[src/rtl/ots_pkg.sv]
// ----------------------------------------------------------------------------
// ots_pkg: shared types, tables and command encoding
// Band tables, register map, command codes and the command-step function
// used by the tuning-word sequencer front end and command back end.
// ----------------------------------------------------------------------------
`default_nettype none

package ots_pkg;

	// Command kinds on the oscillator bus
	localparam logic [1:0] OP_WR  = 2'd0;
	localparam logic [1:0] OP_OR  = 2'd1;
	localparam logic [1:0] OP_AND = 2'd2;

	// Oscillator register map
	localparam logic [7:0] REG_HS    = 8'd13;
	localparam logic [7:0] REG_N1    = 8'd14;
	localparam logic [7:0] REG_RF3   = 8'd15;
	localparam logic [7:0] REG_RF2   = 8'd16;
	localparam logic [7:0] REG_RF1   = 8'd17;
	localparam logic [7:0] REG_RF0   = 8'd18;
	localparam logic [7:0] REG_CTRL  = 8'd135;
	localparam logic [7:0] REG_DCO   = 8'd137;

	// Control values
	localparam logic [7:0] DCO_FREEZE   = 8'h10;
	localparam logic [7:0] DCO_UNFREEZE = 8'hEF;
	localparam logic [7:0] CTRL_NEWFREQ = 8'h40;
	localparam logic [7:0] CTRL_FREEZEM = 8'h20;
	localparam logic [7:0] CTRL_RUN     = 8'h00;

	// Band select reset value: no band loaded
	localparam logic [3:0] BAND_NONE = 4'd15;

	// Command steps: band change steps first, then the tuning update
	localparam logic [3:0] ST_FREEZE    = 4'd0;
	localparam logic [3:0] ST_HS        = 4'd1;
	localparam logic [3:0] ST_N1        = 4'd2;
	localparam logic [3:0] ST_C3        = 4'd3;
	localparam logic [3:0] ST_C2        = 4'd4;
	localparam logic [3:0] ST_C1        = 4'd5;
	localparam logic [3:0] ST_C0        = 4'd6;
	localparam logic [3:0] ST_UNFREEZE  = 4'd7;
	localparam logic [3:0] ST_NEWFREQ   = 4'd8;
	localparam logic [3:0] ST_TUNE_OPEN = 4'd9;
	localparam logic [3:0] ST_W3        = 4'd10;
	localparam logic [3:0] ST_W2        = 4'd11;
	localparam logic [3:0] ST_W1        = 4'd12;
	localparam logic [3:0] ST_W0        = 4'd13;
	localparam logic [3:0] ST_TUNE_DONE = 4'd14;

	// Queue between front end and back end
	localparam int QUEUE_DEPTH = 4;
	localparam int QUEUE_PTR_W = $clog2(QUEUE_DEPTH);

	// Exact divide by 1000 for values below 2**25: (x * DIV1K_MUL) >> DIV1K_SHIFT
	localparam logic [25:0] DIV1K_MUL   = 26'd34359739;
	localparam int          DIV1K_SHIFT = 35;

	// Band tables; rows past the defined bands are zero
	localparam logic [7:0] CEN_B13 [16] = '{8'hA1, 8'hA1, 8'hE1, 8'hE1, 8'hE1, 8'h61, 8'hA1,
		8'hA1, 8'hA1, 8'hA1, 8'hA1, 8'h00, 8'h00, 8'h00, 8'h00, 8'h00};
	localparam logic [7:0] CEN_B14 [16] = '{8'hC2, 8'hC2, 8'h42, 8'h42, 8'h43, 8'hC2, 8'h42,
		8'h42, 8'h42, 8'h42, 8'h42, 8'h00, 8'h00, 8'h00, 8'h00, 8'h00};
	localparam logic [7:0] CEN_B15 [16] = '{8'hD9, 8'hEC, 8'hCD, 8'hE8, 8'h0D, 8'hB6, 8'hB5,
		8'hD1, 8'hEA, 8'hEE, 8'hF2, 8'h00, 8'h00, 8'h00, 8'h00, 8'h00};
	localparam logic [7:0] CEN_B16 [16] = '{8'h80, 8'h27, 8'h3B, 8'hBA, 8'hED, 8'h91, 8'h42,
		8'h59, 8'h60, 8'h37, 8'hC1, 8'h00, 8'h00, 8'h00, 8'h00, 8'h00};
	localparam logic [7:0] CEN_B17 [16] = '{8'hF0, 8'hE8, 8'h91, 8'h58, 8'h66, 8'hD6, 8'h02,
		8'h80, 8'hFF, 8'hAE, 8'h29, 8'h00, 8'h00, 8'h00, 8'h00, 8'h00};
	localparam logic [7:0] CEN_B18 [16] = '{8'h65, 8'hA7, 8'h73, 8'hC7, 8'h75, 8'h25, 8'hE5,
		8'hC0, 8'h03, 8'h98, 8'h41, 8'h00, 8'h00, 8'h00, 8'h00, 8'h00};

	localparam logic [31:0] CENTRE_WORD [16] = '{32'hD980F058, 32'hEC27E89A, 32'hCD3B9167,
		32'hE8BA58BA, 32'h0E288CA7, 32'hB691D619, 32'hB54202D9, 32'hD15980B4, 32'hEA60FEF6,
		32'hEE37AE8C, 32'hF2C12934, 32'h0, 32'h0, 32'h0, 32'h0, 32'h0};

	localparam logic [24:0] CENTRE_HZ [16] = '{25'd1900000, 25'd3750000, 25'd7150000,
		25'd10125000, 25'd14175000, 25'd18118000, 25'd21225000, 25'd24940000, 25'd28250000,
		25'd28757640, 25'd29357640, 25'd0, 25'd0, 25'd0, 25'd0, 25'd0};

	localparam logic [17:0] STEP_K [16] = '{18'h2949B, 18'h25D8E, 18'h25D8E, 18'h25D8E,
		18'h25D8E, 18'h201CE, 18'h1EF74, 18'h1EF74, 18'h1EF74, 18'h1EF74, 18'h1EF74,
		18'h0, 18'h0, 18'h0, 18'h0, 18'h0};
	localparam logic [14:0] STEP_H [16] = '{15'h4213, 15'h4213, 15'h3C91, 15'h3C91,
		15'h3C91, 15'h3364, 15'h318E, 15'h318E, 15'h318E, 15'h318E, 15'h318E,
		15'h0, 15'h0, 15'h0, 15'h0, 15'h0};
	localparam logic [10:0] STEP_T [16] = '{11'h69B, 11'h69B, 11'h60E, 11'h60E, 11'h60E,
		11'h523, 11'h4F4, 11'h4F4, 11'h4F4, 11'h4F4, 11'h4F4,
		11'h0, 11'h0, 11'h0, 11'h0, 11'h0};

	// Calibration offset in Hz, two's complement
	localparam logic [7:0] CAL_HZ [16] = '{8'sd0, 8'sd0, 8'sd0, 8'sd20, -8'sd70, 8'sd0,
		8'sd0, 8'sd0, 8'sd0, 8'sd0, 8'sd0, 8'sd0, 8'sd0, 8'sd0, 8'sd0, 8'sd0};

	// Per-request job handed from front end to back end
	typedef struct packed {
		logic        chg;
		logic [3:0]  band;
		logic [31:0] word;
	} ots_item_t;

	// Sideband that travels down the front-end pipeline
	typedef struct packed {
		logic       chg;
		logic       below;
		logic [3:0] band;
	} ots_tag_t;

	// One register command
	typedef struct packed {
		logic [1:0] op;
		logic [7:0] reg_addr;
		logic [7:0] data;
		logic       last;
	} ots_cmd_t;

	// Build the command for one step of a job
	function automatic ots_cmd_t ots_command(input logic [3:0] step, input ots_item_t item);
		ots_cmd_t c;
		c.op       = OP_WR;
		c.reg_addr = REG_CTRL;
		c.data     = CTRL_RUN;
		c.last     = 1'b0;
		unique case (step)
			ST_FREEZE: begin
				c.op       = OP_OR;
				c.reg_addr = REG_DCO;
				c.data     = DCO_FREEZE;
			end
			ST_HS: begin
				c.reg_addr = REG_HS;
				c.data     = CEN_B13[item.band];
			end
			ST_N1: begin
				c.reg_addr = REG_N1;
				c.data     = CEN_B14[item.band];
			end
			ST_C3: begin
				c.reg_addr = REG_RF3;
				c.data     = CEN_B15[item.band];
			end
			ST_C2: begin
				c.reg_addr = REG_RF2;
				c.data     = CEN_B16[item.band];
			end
			ST_C1: begin
				c.reg_addr = REG_RF1;
				c.data     = CEN_B17[item.band];
			end
			ST_C0: begin
				c.reg_addr = REG_RF0;
				c.data     = CEN_B18[item.band];
			end
			ST_UNFREEZE: begin
				c.op       = OP_AND;
				c.reg_addr = REG_DCO;
				c.data     = DCO_UNFREEZE;
			end
			ST_NEWFREQ: begin
				c.data = CTRL_NEWFREQ;
			end
			ST_TUNE_OPEN: begin
				c.data = CTRL_FREEZEM;
			end
			ST_W3: begin
				c.reg_addr = REG_RF3;
				c.data     = item.word[31:24];
			end
			ST_W2: begin
				c.reg_addr = REG_RF2;
				c.data     = item.word[23:16];
			end
			ST_W1: begin
				c.reg_addr = REG_RF1;
				c.data     = item.word[15:8];
			end
			ST_W0: begin
				c.reg_addr = REG_RF0;
				c.data     = item.word[7:0];
			end
			ST_TUNE_DONE: begin
				c.last = 1'b1;
			end
			default: begin
				c.last = 1'b0;
			end
		endcase
		return c;
	endfunction

endpackage

`default_nettype wire

[src/rtl/oscillator_tuning_word_sequencer_top.sv]
// ----------------------------------------------------------------------------
// oscillator_tuning_word_sequencer_top: oscillator tuning command generator
// Turns frequency requests into oscillator register command words.
// ----------------------------------------------------------------------------
// Usage:
//   Slave channel: one request per word, s_tdata holds the frequency in Hz,
//   s_tuser the band index. Requests for bands at or above NUM_BANDS are
//   taken and dropped without output.
//   Master channel: one register command per word; m_tlast marks the final
//   command of a request. A request gives 6 commands, or 15 when its band
//   differs from the band loaded last.
//   Path: a request's first command reaches the master port through
//   the 9-stage tuning word pipeline, the queue write and the command
//   register. Throughput: the intake takes a request every cycle while
//   the 4-entry job queue has room; the sustained rate is one command per
//   cycle at the master port while m_tready is high and a job is queued.
//   Reset: clears the pipeline, the queue and the output, and marks no band
//   as loaded, so the first request runs the band change sequence.
//   Stall: when m_tready is low the command word holds; the queue fills,
//   then the pipeline halts and s_tready drops.
// ----------------------------------------------------------------------------
`default_nettype none

module oscillator_tuning_word_sequencer_top
	import ots_pkg::*;
#(
	parameter int NUM_BANDS = 11
) (
	input  wire logic        clk,
	input  wire logic        arst_n,
	input  wire logic        s_tvalid,
	output logic             s_tready,
	input  wire logic [31:0] s_tdata,   // [24:0] freq_hz, rest zero
	input  wire logic [3:0]  s_tuser,   // [3:0] band
	output logic             m_tvalid,
	input  wire logic        m_tready,
	output logic [15:0]      m_tdata,   // [7:0] reg_addr, [15:8] data
	output logic [1:0]       m_tuser,   // [1:0] op
	output logic             m_tlast
);

	logic      q_ready;
	logic      push;
	ots_item_t push_item;
	logic      q_valid;
	logic      pop;
	ots_item_t head;
	ots_cmd_t  cmd;

	ots_front #(
		.NUM_BANDS(NUM_BANDS)
	) u_front (
		.clk      (clk),
		.arst_n   (arst_n),
		.in_valid (s_tvalid),
		.in_ready (s_tready),
		.freq_hz  (s_tdata[24:0]),
		.band     (s_tuser),
		.q_ready  (q_ready),
		.push     (push),
		.push_item(push_item)
	);

	ots_queue u_queue (
		.clk      (clk),
		.arst_n   (arst_n),
		.push     (push),
		.push_item(push_item),
		.ready    (q_ready),
		.pop      (pop),
		.valid    (q_valid),
		.head     (head)
	);

	ots_back u_back (
		.clk      (clk),
		.arst_n   (arst_n),
		.q_valid  (q_valid),
		.head     (head),
		.pop      (pop),
		.out_valid(m_tvalid),
		.out_ready(m_tready),
		.out_cmd  (cmd)
	);

	// Pack the command word
	assign m_tdata = {cmd.data, cmd.reg_addr};
	assign m_tuser = cmd.op;
	assign m_tlast = cmd.last;

endmodule

`default_nettype wire

[src/rtl/ots_front.sv]
// ----------------------------------------------------------------------------
// ots_front: request intake and tuning word pipeline
// Accepts requests, drops out-of-range bands, flags band changes, and
// computes the 32-bit tuning word in a nine-stage pipeline.
// ----------------------------------------------------------------------------
`default_nettype none

module ots_front
	import ots_pkg::*;
#(
	parameter int NUM_BANDS = 11
) (
	input  wire logic        clk,
	input  wire logic        arst_n,
	input  wire logic        in_valid,
	output logic             in_ready,
	input  wire logic [24:0] freq_hz,
	input  wire logic [3:0]  band,
	input  wire logic        q_ready,
	output logic             push,
	output ots_item_t        push_item
);

	localparam int         NUM_STAGES = 9;
	localparam logic [4:0] BAND_LIMIT = 5'(NUM_BANDS);

	logic [NUM_STAGES-1:0] stage_vld_q;
	logic [3:0]            cur_band_q;
	logic                  adv;
	logic                  band_ok;

	logic [24:0] freq_s1;
	ots_tag_t    tag_s1, tag_s2, tag_s3, tag_s4, tag_s5, tag_s6, tag_s7, tag_s8, tag_s9;
	logic [24:0] dist_s2, dist_s3;
	logic [15:0] th_s3;
	logic [9:0]  rem_s4, rem_s5;
	logic [31:0] pk_s4, pk_s5, pk_s6, pk_s7;
	logic [3:0]  hu_s5;
	logic [6:0]  r2_s6;
	logic [31:0] ph_s6, ph_s7;
	logic [3:0]  te_s7;
	logic [31:0] pt_s8, suma_s8, sum_s9;

	logic [26:0] diff;
	logic [26:0] diff_neg;
	logic [50:0] th_prod;
	logic [24:0] th_k;
	logic [24:0] rem_full;
	logic [15:0] hu_prod;
	logic [9:0]  hu_c;
	logic [9:0]  r2_full;
	logic [14:0] te_prod;
	logic [31:0] centre;

	// Stall the whole pipe only when the last stage cannot drain
	assign adv      = !stage_vld_q[NUM_STAGES-1] || q_ready;
	assign in_ready = adv;
	assign band_ok  = ({1'b0, band} < BAND_LIMIT);

	// Hold valid bits and the loaded band
	always_ff @(posedge clk or negedge arst_n) begin
		if (!arst_n) begin
			stage_vld_q <= '0;
			cur_band_q  <= BAND_NONE;
		end else if (adv) begin
			stage_vld_q <= {stage_vld_q[NUM_STAGES-2:0], in_valid && band_ok};
			if (in_valid && band_ok) begin
				cur_band_q <= band;
			end
		end
	end

	// Signed distance from band centre after calibration
	assign diff = {2'b00, freq_s1} + {{19{CAL_HZ[tag_s1.band][7]}}, CAL_HZ[tag_s1.band]}
		- {2'b00, CENTRE_HZ[tag_s1.band]};
	assign diff_neg = 27'd0 - diff;

	// Thousands by reciprocal multiply, then remainder below 1000
	assign th_prod  = 51'(dist_s2) * 51'(DIV1K_MUL);
	assign th_k     = 25'(th_s3) * 25'd1000;
	assign rem_full = dist_s3 - th_k;

	// Hundreds and tens from the small remainder
	assign hu_prod = 16'(rem_s4) * 16'd41;
	assign hu_c    = 10'(hu_s5) * 10'd100;
	assign r2_full = rem_s5 - hu_c;
	assign te_prod = 15'(r2_s6) * 15'd205;

	// Advance payload stages
	always_ff @(posedge clk) begin
		if (adv) begin
			freq_s1      <= freq_hz;
			tag_s1.chg   <= (band != cur_band_q);
			tag_s1.below <= 1'b0;
			tag_s1.band  <= band;

			tag_s2.chg   <= tag_s1.chg;
			tag_s2.below <= diff[26];
			tag_s2.band  <= tag_s1.band;
			dist_s2      <= diff[26] ? diff_neg[24:0] : diff[24:0];

			tag_s3  <= tag_s2;
			dist_s3 <= dist_s2;
			th_s3   <= th_prod[DIV1K_SHIFT+15:DIV1K_SHIFT];

			tag_s4 <= tag_s3;
			rem_s4 <= rem_full[9:0];
			pk_s4  <= 32'(STEP_K[tag_s3.band]) * 32'(th_s3);

			tag_s5 <= tag_s4;
			rem_s5 <= rem_s4;
			pk_s5  <= pk_s4;
			hu_s5  <= hu_prod[15:12];

			tag_s6 <= tag_s5;
			r2_s6  <= r2_full[6:0];
			ph_s6  <= 32'(STEP_H[tag_s5.band]) * 32'(hu_s5);
			pk_s6  <= pk_s5;

			tag_s7 <= tag_s6;
			te_s7  <= te_prod[14:11];
			ph_s7  <= ph_s6;
			pk_s7  <= pk_s6;

			tag_s8  <= tag_s7;
			pt_s8   <= 32'(STEP_T[tag_s7.band]) * 32'(te_s7);
			suma_s8 <= pk_s7 + ph_s7;

			tag_s9 <= tag_s8;
			sum_s9 <= suma_s8 + pt_s8;
		end
	end

	// Apply offset to the centre word and hand the job over
	assign centre          = CENTRE_WORD[tag_s9.band];
	assign push            = stage_vld_q[NUM_STAGES-1] && q_ready;
	assign push_item.chg   = tag_s9.chg;
	assign push_item.band  = tag_s9.band;
	assign push_item.word  = tag_s9.below ? (centre - sum_s9) : (centre + sum_s9);

endmodule

`default_nettype wire

[src/rtl/ots_queue.sv]
// ----------------------------------------------------------------------------
// ots_queue: job queue between front end and back end
// Small register FIFO so the pipeline and the command sequencer stall
// independently.
// ----------------------------------------------------------------------------
`default_nettype none

module ots_queue
	import ots_pkg::*;
(
	input  wire logic      clk,
	input  wire logic      arst_n,
	input  wire logic      push,
	input  ots_item_t      push_item,
	output logic           ready,
	input  wire logic      pop,
	output logic           valid,
	output ots_item_t      head
);

	ots_item_t              mem_q [QUEUE_DEPTH];
	logic [QUEUE_PTR_W-1:0] wr_ptr_q;
	logic [QUEUE_PTR_W-1:0] rd_ptr_q;
	logic [QUEUE_PTR_W:0]   count_q;

	assign ready = (count_q != (QUEUE_PTR_W+1)'(QUEUE_DEPTH));
	assign valid = (count_q != '0);
	assign head  = mem_q[rd_ptr_q];

	// Store incoming jobs
	always_ff @(posedge clk) begin
		if (push) begin
			mem_q[wr_ptr_q] <= push_item;
		end
	end

	// Advance pointers and occupancy
	always_ff @(posedge clk or negedge arst_n) begin
		if (!arst_n) begin
			wr_ptr_q <= '0;
			rd_ptr_q <= '0;
			count_q  <= '0;
		end else begin
			if (push) begin
				wr_ptr_q <= wr_ptr_q + 1'b1;
			end
			if (pop) begin
				rd_ptr_q <= rd_ptr_q + 1'b1;
			end
			if (push && !pop) begin
				count_q <= count_q + 1'b1;
			end else if (pop && !push) begin
				count_q <= count_q - 1'b1;
			end
		end
	end

	a_no_overflow: assert property (@(posedge clk) disable iff (!arst_n)
		push |-> ready)
		else $error("job queue written while full");

	a_no_underflow: assert property (@(posedge clk) disable iff (!arst_n)
		pop |-> valid)
		else $error("job queue read while empty");

endmodule

`default_nettype wire

[src/rtl/ots_back.sv]
// ----------------------------------------------------------------------------
// ots_back: register command sequencer
// Walks each queued job through its command steps and drives the command
// output register, one command per cycle while the receiver takes them.
// ----------------------------------------------------------------------------
`default_nettype none

module ots_back
	import ots_pkg::*;
(
	input  wire logic  clk,
	input  wire logic  arst_n,
	input  wire logic  q_valid,
	input  ots_item_t  head,
	output logic       pop,
	output logic       out_valid,
	input  wire logic  out_ready,
	output ots_cmd_t   out_cmd
);

	logic       active_q;
	logic [3:0] step_q;
	logic       out_vld_q;
	ots_cmd_t   cmd_q;
	logic       emit;
	logic [3:0] cur_step;

	// A fresh job starts at the freeze step only on a band change
	assign cur_step  = active_q ? step_q : (head.chg ? ST_FREEZE : ST_TUNE_OPEN);
	assign emit      = q_valid && (!out_vld_q || out_ready);
	assign pop       = emit && (cur_step == ST_TUNE_DONE);
	assign out_valid = out_vld_q;
	assign out_cmd   = cmd_q;

	// Step through the job
	always_ff @(posedge clk or negedge arst_n) begin
		if (!arst_n) begin
			active_q  <= 1'b0;
			step_q    <= ST_FREEZE;
			out_vld_q <= 1'b0;
		end else if (emit) begin
			out_vld_q <= 1'b1;
			if (cur_step == ST_TUNE_DONE) begin
				active_q <= 1'b0;
			end else begin
				active_q <= 1'b1;
				step_q   <= cur_step + 4'd1;
			end
		end else if (out_ready) begin
			out_vld_q <= 1'b0;
		end
	end

	// Load the output register
	always_ff @(posedge clk) begin
		if (emit) begin
			cmd_q <= ots_command(cur_step, head);
		end
	end

	a_active_has_job: assert property (@(posedge clk) disable iff (!arst_n)
		active_q |-> q_valid)
		else $error("sequencer mid-job with no job at queue head");

	a_last_is_run: assert property (@(posedge clk) disable iff (!arst_n)
		(out_vld_q && cmd_q.last) |-> (cmd_q.op == OP_WR && cmd_q.reg_addr == REG_CTRL
		&& cmd_q.data == CTRL_RUN))
		else $error("final command of a request is not the run write");

endmodule

`default_nettype wire
[config.mk]
export PLATFORM = sky130hd
export DESIGN_NAME = oscillator_tuning_word_sequencer_top
export DESIGN_NICKNAME = d
export VERILOG_FILES = /design/src/rtl/ots_pkg.sv /design/src/rtl/oscillator_tuning_word_sequencer_top.sv /design/src/rtl/ots_front.sv /design/src/rtl/ots_queue.sv /design/src/rtl/ots_back.sv
export SDC_FILE = /design/constraint.sdc
export NUM_CORES = 2
export LEC_CHECK = 0
export BUFFER_PORTS_ARGS = -buffer_cell sky130_fd_sc_hd__buf_2
export CORE_MARGIN = 4
export CORE_UTILIZATION = 55
export CTS_BUF_LIST = sky130_fd_sc_hd__clkbuf_4 sky130_fd_sc_hd__clkbuf_8
export DETAILED_ROUTE_END_ITERATION = 8
export GPL_TIMING_DRIVEN = 0
export PLACE_DENSITY_LB_ADDON = 0.15
export SETUP_SLACK_MARGIN = 0.2
export SLEW_MARGIN = 10
export SYNTH_ARGS = -nofsm -noshare
export SYNTH_HDL_FRONTEND = slang
export SYNTH_SLANG_ARGS = --single-unit
[constraint.sdc]
create_clock -name clk -period 15.15 [get_ports clk]
set_input_delay 1.515 -clock clk [delete_from_list [all_inputs] [get_ports clk]]
set_output_delay 1.515 -clock clk [all_outputs]
set_load 0.01 [all_outputs]
==> metrics.md <==
| Metric | Value |
|---|---|
| Nets | `5809` |
| Critical path type | `reg2reg` |
| Area growth from synthesis to layout | `7.97%` |
| Minimum clock period | `about 9000 ps` |
| Core outline area | `between 0.09 and 0.1 mm2` |
| Seq/Total Area, Yosys | `35.0%` |
| Residual DRC | `0` |
| I/O pin count | `61` |
| Post-synth EDFFs | `571` |
| CTS Hold Buffers Added | `0` |
| Adder-Cell Fraction of Synth Area | `about a third` |
| CTS tree | `yes` |
| Synth warn | `0` |
| Final instance area | `0.0549 mm2` |
| Hold Crit Depth | `0` |
| Placed inst area | `about 0.053 mm2` |
| Worst skew pair latency | `around 720 ps` |
| Post-synthesis simple-gate area fraction | `just under 8%` |
| Max cap viols | `0` |
| R2r worst-path depth | `26` |
| Die Ht | `approximately 310 um` |
| Slew Viols, Final | `0` |
| Total GRT Usage | `22.9%` |
| Num CTS Buffers | `101` |
| DR vias | `approximately 32000` |
| First-pass GRT wire length | `between 150000 and 200000 um` |
| Row Count | `roughly 110` |
| Share of post-route cells with drive strength above 1 | `under 10%` |
| Largest net degree at the start of global routing | `roughly 120` |
| Vias per cell | `about 5.4` |
| Hpwl dp | `about 87000 um` |
| Setup_tns | `0 ps` |
| Reg2reg setup slack | `around 6100 ps` |
| Routed length per instance | `18.2 um` |
| Crit path max fanout | `10` |
| Setup repair bufs after CTS | `0` |
| Synth Instances | `4489` |
| I/O Buffers | `about 50` |
| Die W | `approximately 310 um` |
| Post-synthesis register bit count | `597` |
| Post-Synth XOR/XNOR Area | `under 10%` |
| RR Startpoint | `u_front.tag_s3[0]` |
| Setup ws final | `6060 ps` |
| CTS root buf | `clkbuf_8` |
| Syn Area/Cell | `around 11 um2` |
| PostCTS Resize Cnt | `0` |
| Yosys cell types | `between 80 and 90` |
| Antenna Nets Post-Route | `0` |
| Unrepaired setup endpoints after global routing | `false` |
| Routed Wire Length | `roughly 110000 um` |
| RD Place Congestion | `around 0.94` |
| Clock sinks | `about 600` |
| Post-synthesis cell area | `a little over 0.05 mm2` |
| Least-Margin Pin Slew | `roughly 1100 ps` |
| Final worst path period share | `60.0%` |
| Final setup fails | `0` |
| Async SR Flop Fraction | `~4.4%` |
| Status | `finished clean` |
| Min-delay worst type | `reg2reg` |
| Cell count after placement | `5735` |
| H-tree level count | `3` |
| GRT Residual Overflow | `0` |
| DP Worst Slack | `roughly 6200 ps` |
| Initial antenna violation count | `1` |
| Relative slew slack | `between 20 and 30%` |
| Vias in the first global route | `roughly 34000` |
| Die Area | `approximately 0.097 mm2` |
| Maximum operating frequency | `around 0.11 GHz` |
| Largest family of logic cells by synthesized area | `adder cells` |
| Worst setup SP type | `register` |
| Critical path capture point type | `register` |
| Worst-path clk slew | `about 60 ps` |
| Starting Density | `55.5%` |
| Primary FF master, synth | `edfxtp_1` |
| Fin. Hold Viols | `0` |
| CTS max path bufs | `3` |
| Critical Path Source | `u_front.tag_s3[0]` |
| Mux cell area share after synthesis | `under 10%` |
| Arrival time at the worst endpoint | `approximately 9600 ps` |
| Initial DRT Pass Iterations | `6` |
| Hold EP | `u_front.pk_s6[20]` |
| Worst R2R End | `u_front.pk_s4[30]` |
| Final non-filler cell total | `5923` |
| Worst EP required | `approximately 16000 ps` |
| DR iter-0 viols | `around 1600` |
| Post-synthesis compound-gate area fraction | `just over 8%` |
| Hold Crit Start | `u_front.pk_s5[20]` |
| Final Skew | `~36 ps` |
[flip-flops by register name, summed over array words and instances (netlist names), 9 cells and up]
name                 flops
u_front.pt_s8           15
u_front.dist_s3         10
u_queue.mem_q          148
u_front.suma_s8         32
u_front.stage_vld_q      9
u_front.freq_s1         25
u_front.ph_s7           19
u_front.rem_s4          10
u_front.dist_s2         25
u_front.pk_s7           32
u_front.th_s3           16
u_front.sum_s9          32
u_front.pk_s4           32
u_front.pk_s6           32
u_back.out_cmd          17
u_front.pk_s5           32
u_front.ph_s6           19
[Yosys cell counts, drive strengths merged, types with 8 or more instances]
master / instances / area (um2)
xor2: 64 / 561
a22oi: 10 / 75.1
o21a: 38 / 287
fa: 512 / 10200
xnor2: 196 / 1720
nor4: 14 / 87.6
clkbuf: 62 / 233
buf: 17 / 91.3
or3: 18 / 118
inv: 888 / 3330
a21boi: 11 / 82.6
mux2i: 14 / 140
nor2b: 28 / 175
o211ai: 12 / 90.1
nor2: 197 / 739
nand2b: 30 / 188
ha: 605 / 7570
a211o: 8 / 70.1
a21oi: 204 / 1020
a211oi: 18 / 148
and2: 112 / 701
o31ai: 12 / 114
o21ai: 131 / 656
nand4: 15 / 93.8
a31o: 8 / 70.1
edfxtp: 571 / 17100
nor3: 60 / 300
o21bai: 27 / 203
and3: 21 / 131
or2: 18 / 113
nand3: 42 / 210
mux2: 16 / 180
a31oi: 20 / 125
nand2: 251 / 942
o22ai: 21 / 131
dfrtp: 22 / 551
mux4: 35 / 788
a21o: 64 / 480
[layout by cell type, fill, tap and decap left out, drive strengths merged, types with 30 or more instances in the layout]
master / instances
inv: 892
ha: 605
edfxtp: 571
fa: 512
nand2: 251
a21oi: 204
nor2: 197
xnor2: 196
clkbuf: 193
o21ai: 131
and2: 112
buf: 76
a21o: 64
xor2: 64
nor3: 60
clkinv: 44
nand3: 42
o21a: 38
mux4: 35
nand2b: 30
[through the flow]
stage | utilization (%) | hold WS, ps
after global placement | 57.4 | 401
final | 59.9 | 384
after global routing | 59.9 | 395
after CTS | 59.9 | 373
after detailed placement | 57.6 | 405
after floorplan | - | 400
[metal layers]
layer,up-vias,part of all wire [%],GRT usage (%),wire length (um)
met5,-,0,0,0
met4,0,3.2,7.42,3500
met3,222,4.5,3.30,4880
met2,732,51,40.6,54500
met1,15622,42,29.0,45000
li1,15423,-,-,-
[worst max-delay path, cell delays in order (launching register included)]
cell and delay [ps]:
edfxtp_1 470, clkbuf_1 530, nor4_1 150, clkbuf_1 310
nor2_1 710, clkbuf_1 600, nand2_1 230, fa_1 560
fa_1 500, fa_1 470, fa_1 500, inv_1 60
fa_1 540, inv_1 50, fa_1 470, inv_1 40
ha_1 370, o21a_1 140, o21a_1 100, o21ai_0 60
nand2b_1 90, o211a_1 260, a41oi_1 190, o21ai_0 490
nand4_1 280, a311o_1 350, xnor2_1 330
[worst max-delay path by stage]
stage	to	slack, ps
4_1_cts	u_front.pk_s4[30]	6160
3_5_place_dp	u_front.pk_s4[30]	6220
5_1_grt	u_front.pk_s4[30]	5670
3_3_place_gp	s_tready	470
6_report	u_front.pk_s4[30]	6060
2_1_floorplan	s_tready	4890
[final cells by class]
cell class	instances	area (um2)
clock inverter	56	483
antenna	1	2.50
multi-input combinational	2924	29400
fill	7644	36800
sequential	597	17800
clock buffer	131	1630
timing repair buffer	59	429
inverter	890	3350
tap	1186	1480
buffer	79	324
[cell families (layout without fill, tap and decap cells)]
kind of cell,after synthesis,in the layout
AND/OR/NAND/NOR,830,830
XOR/XNOR,260,260
flip-flops,597,597
other,1,3
buffers and inverters,969,1215
adder cells (fa/ha/maj),1117,1117
multiplexers,65,65
AO/OA/AOI/OAI,650,650
Power is left out: the tool's default activity adds up to more than one toggle a clock period on the data nets, which glitch-free logic cannot reach.
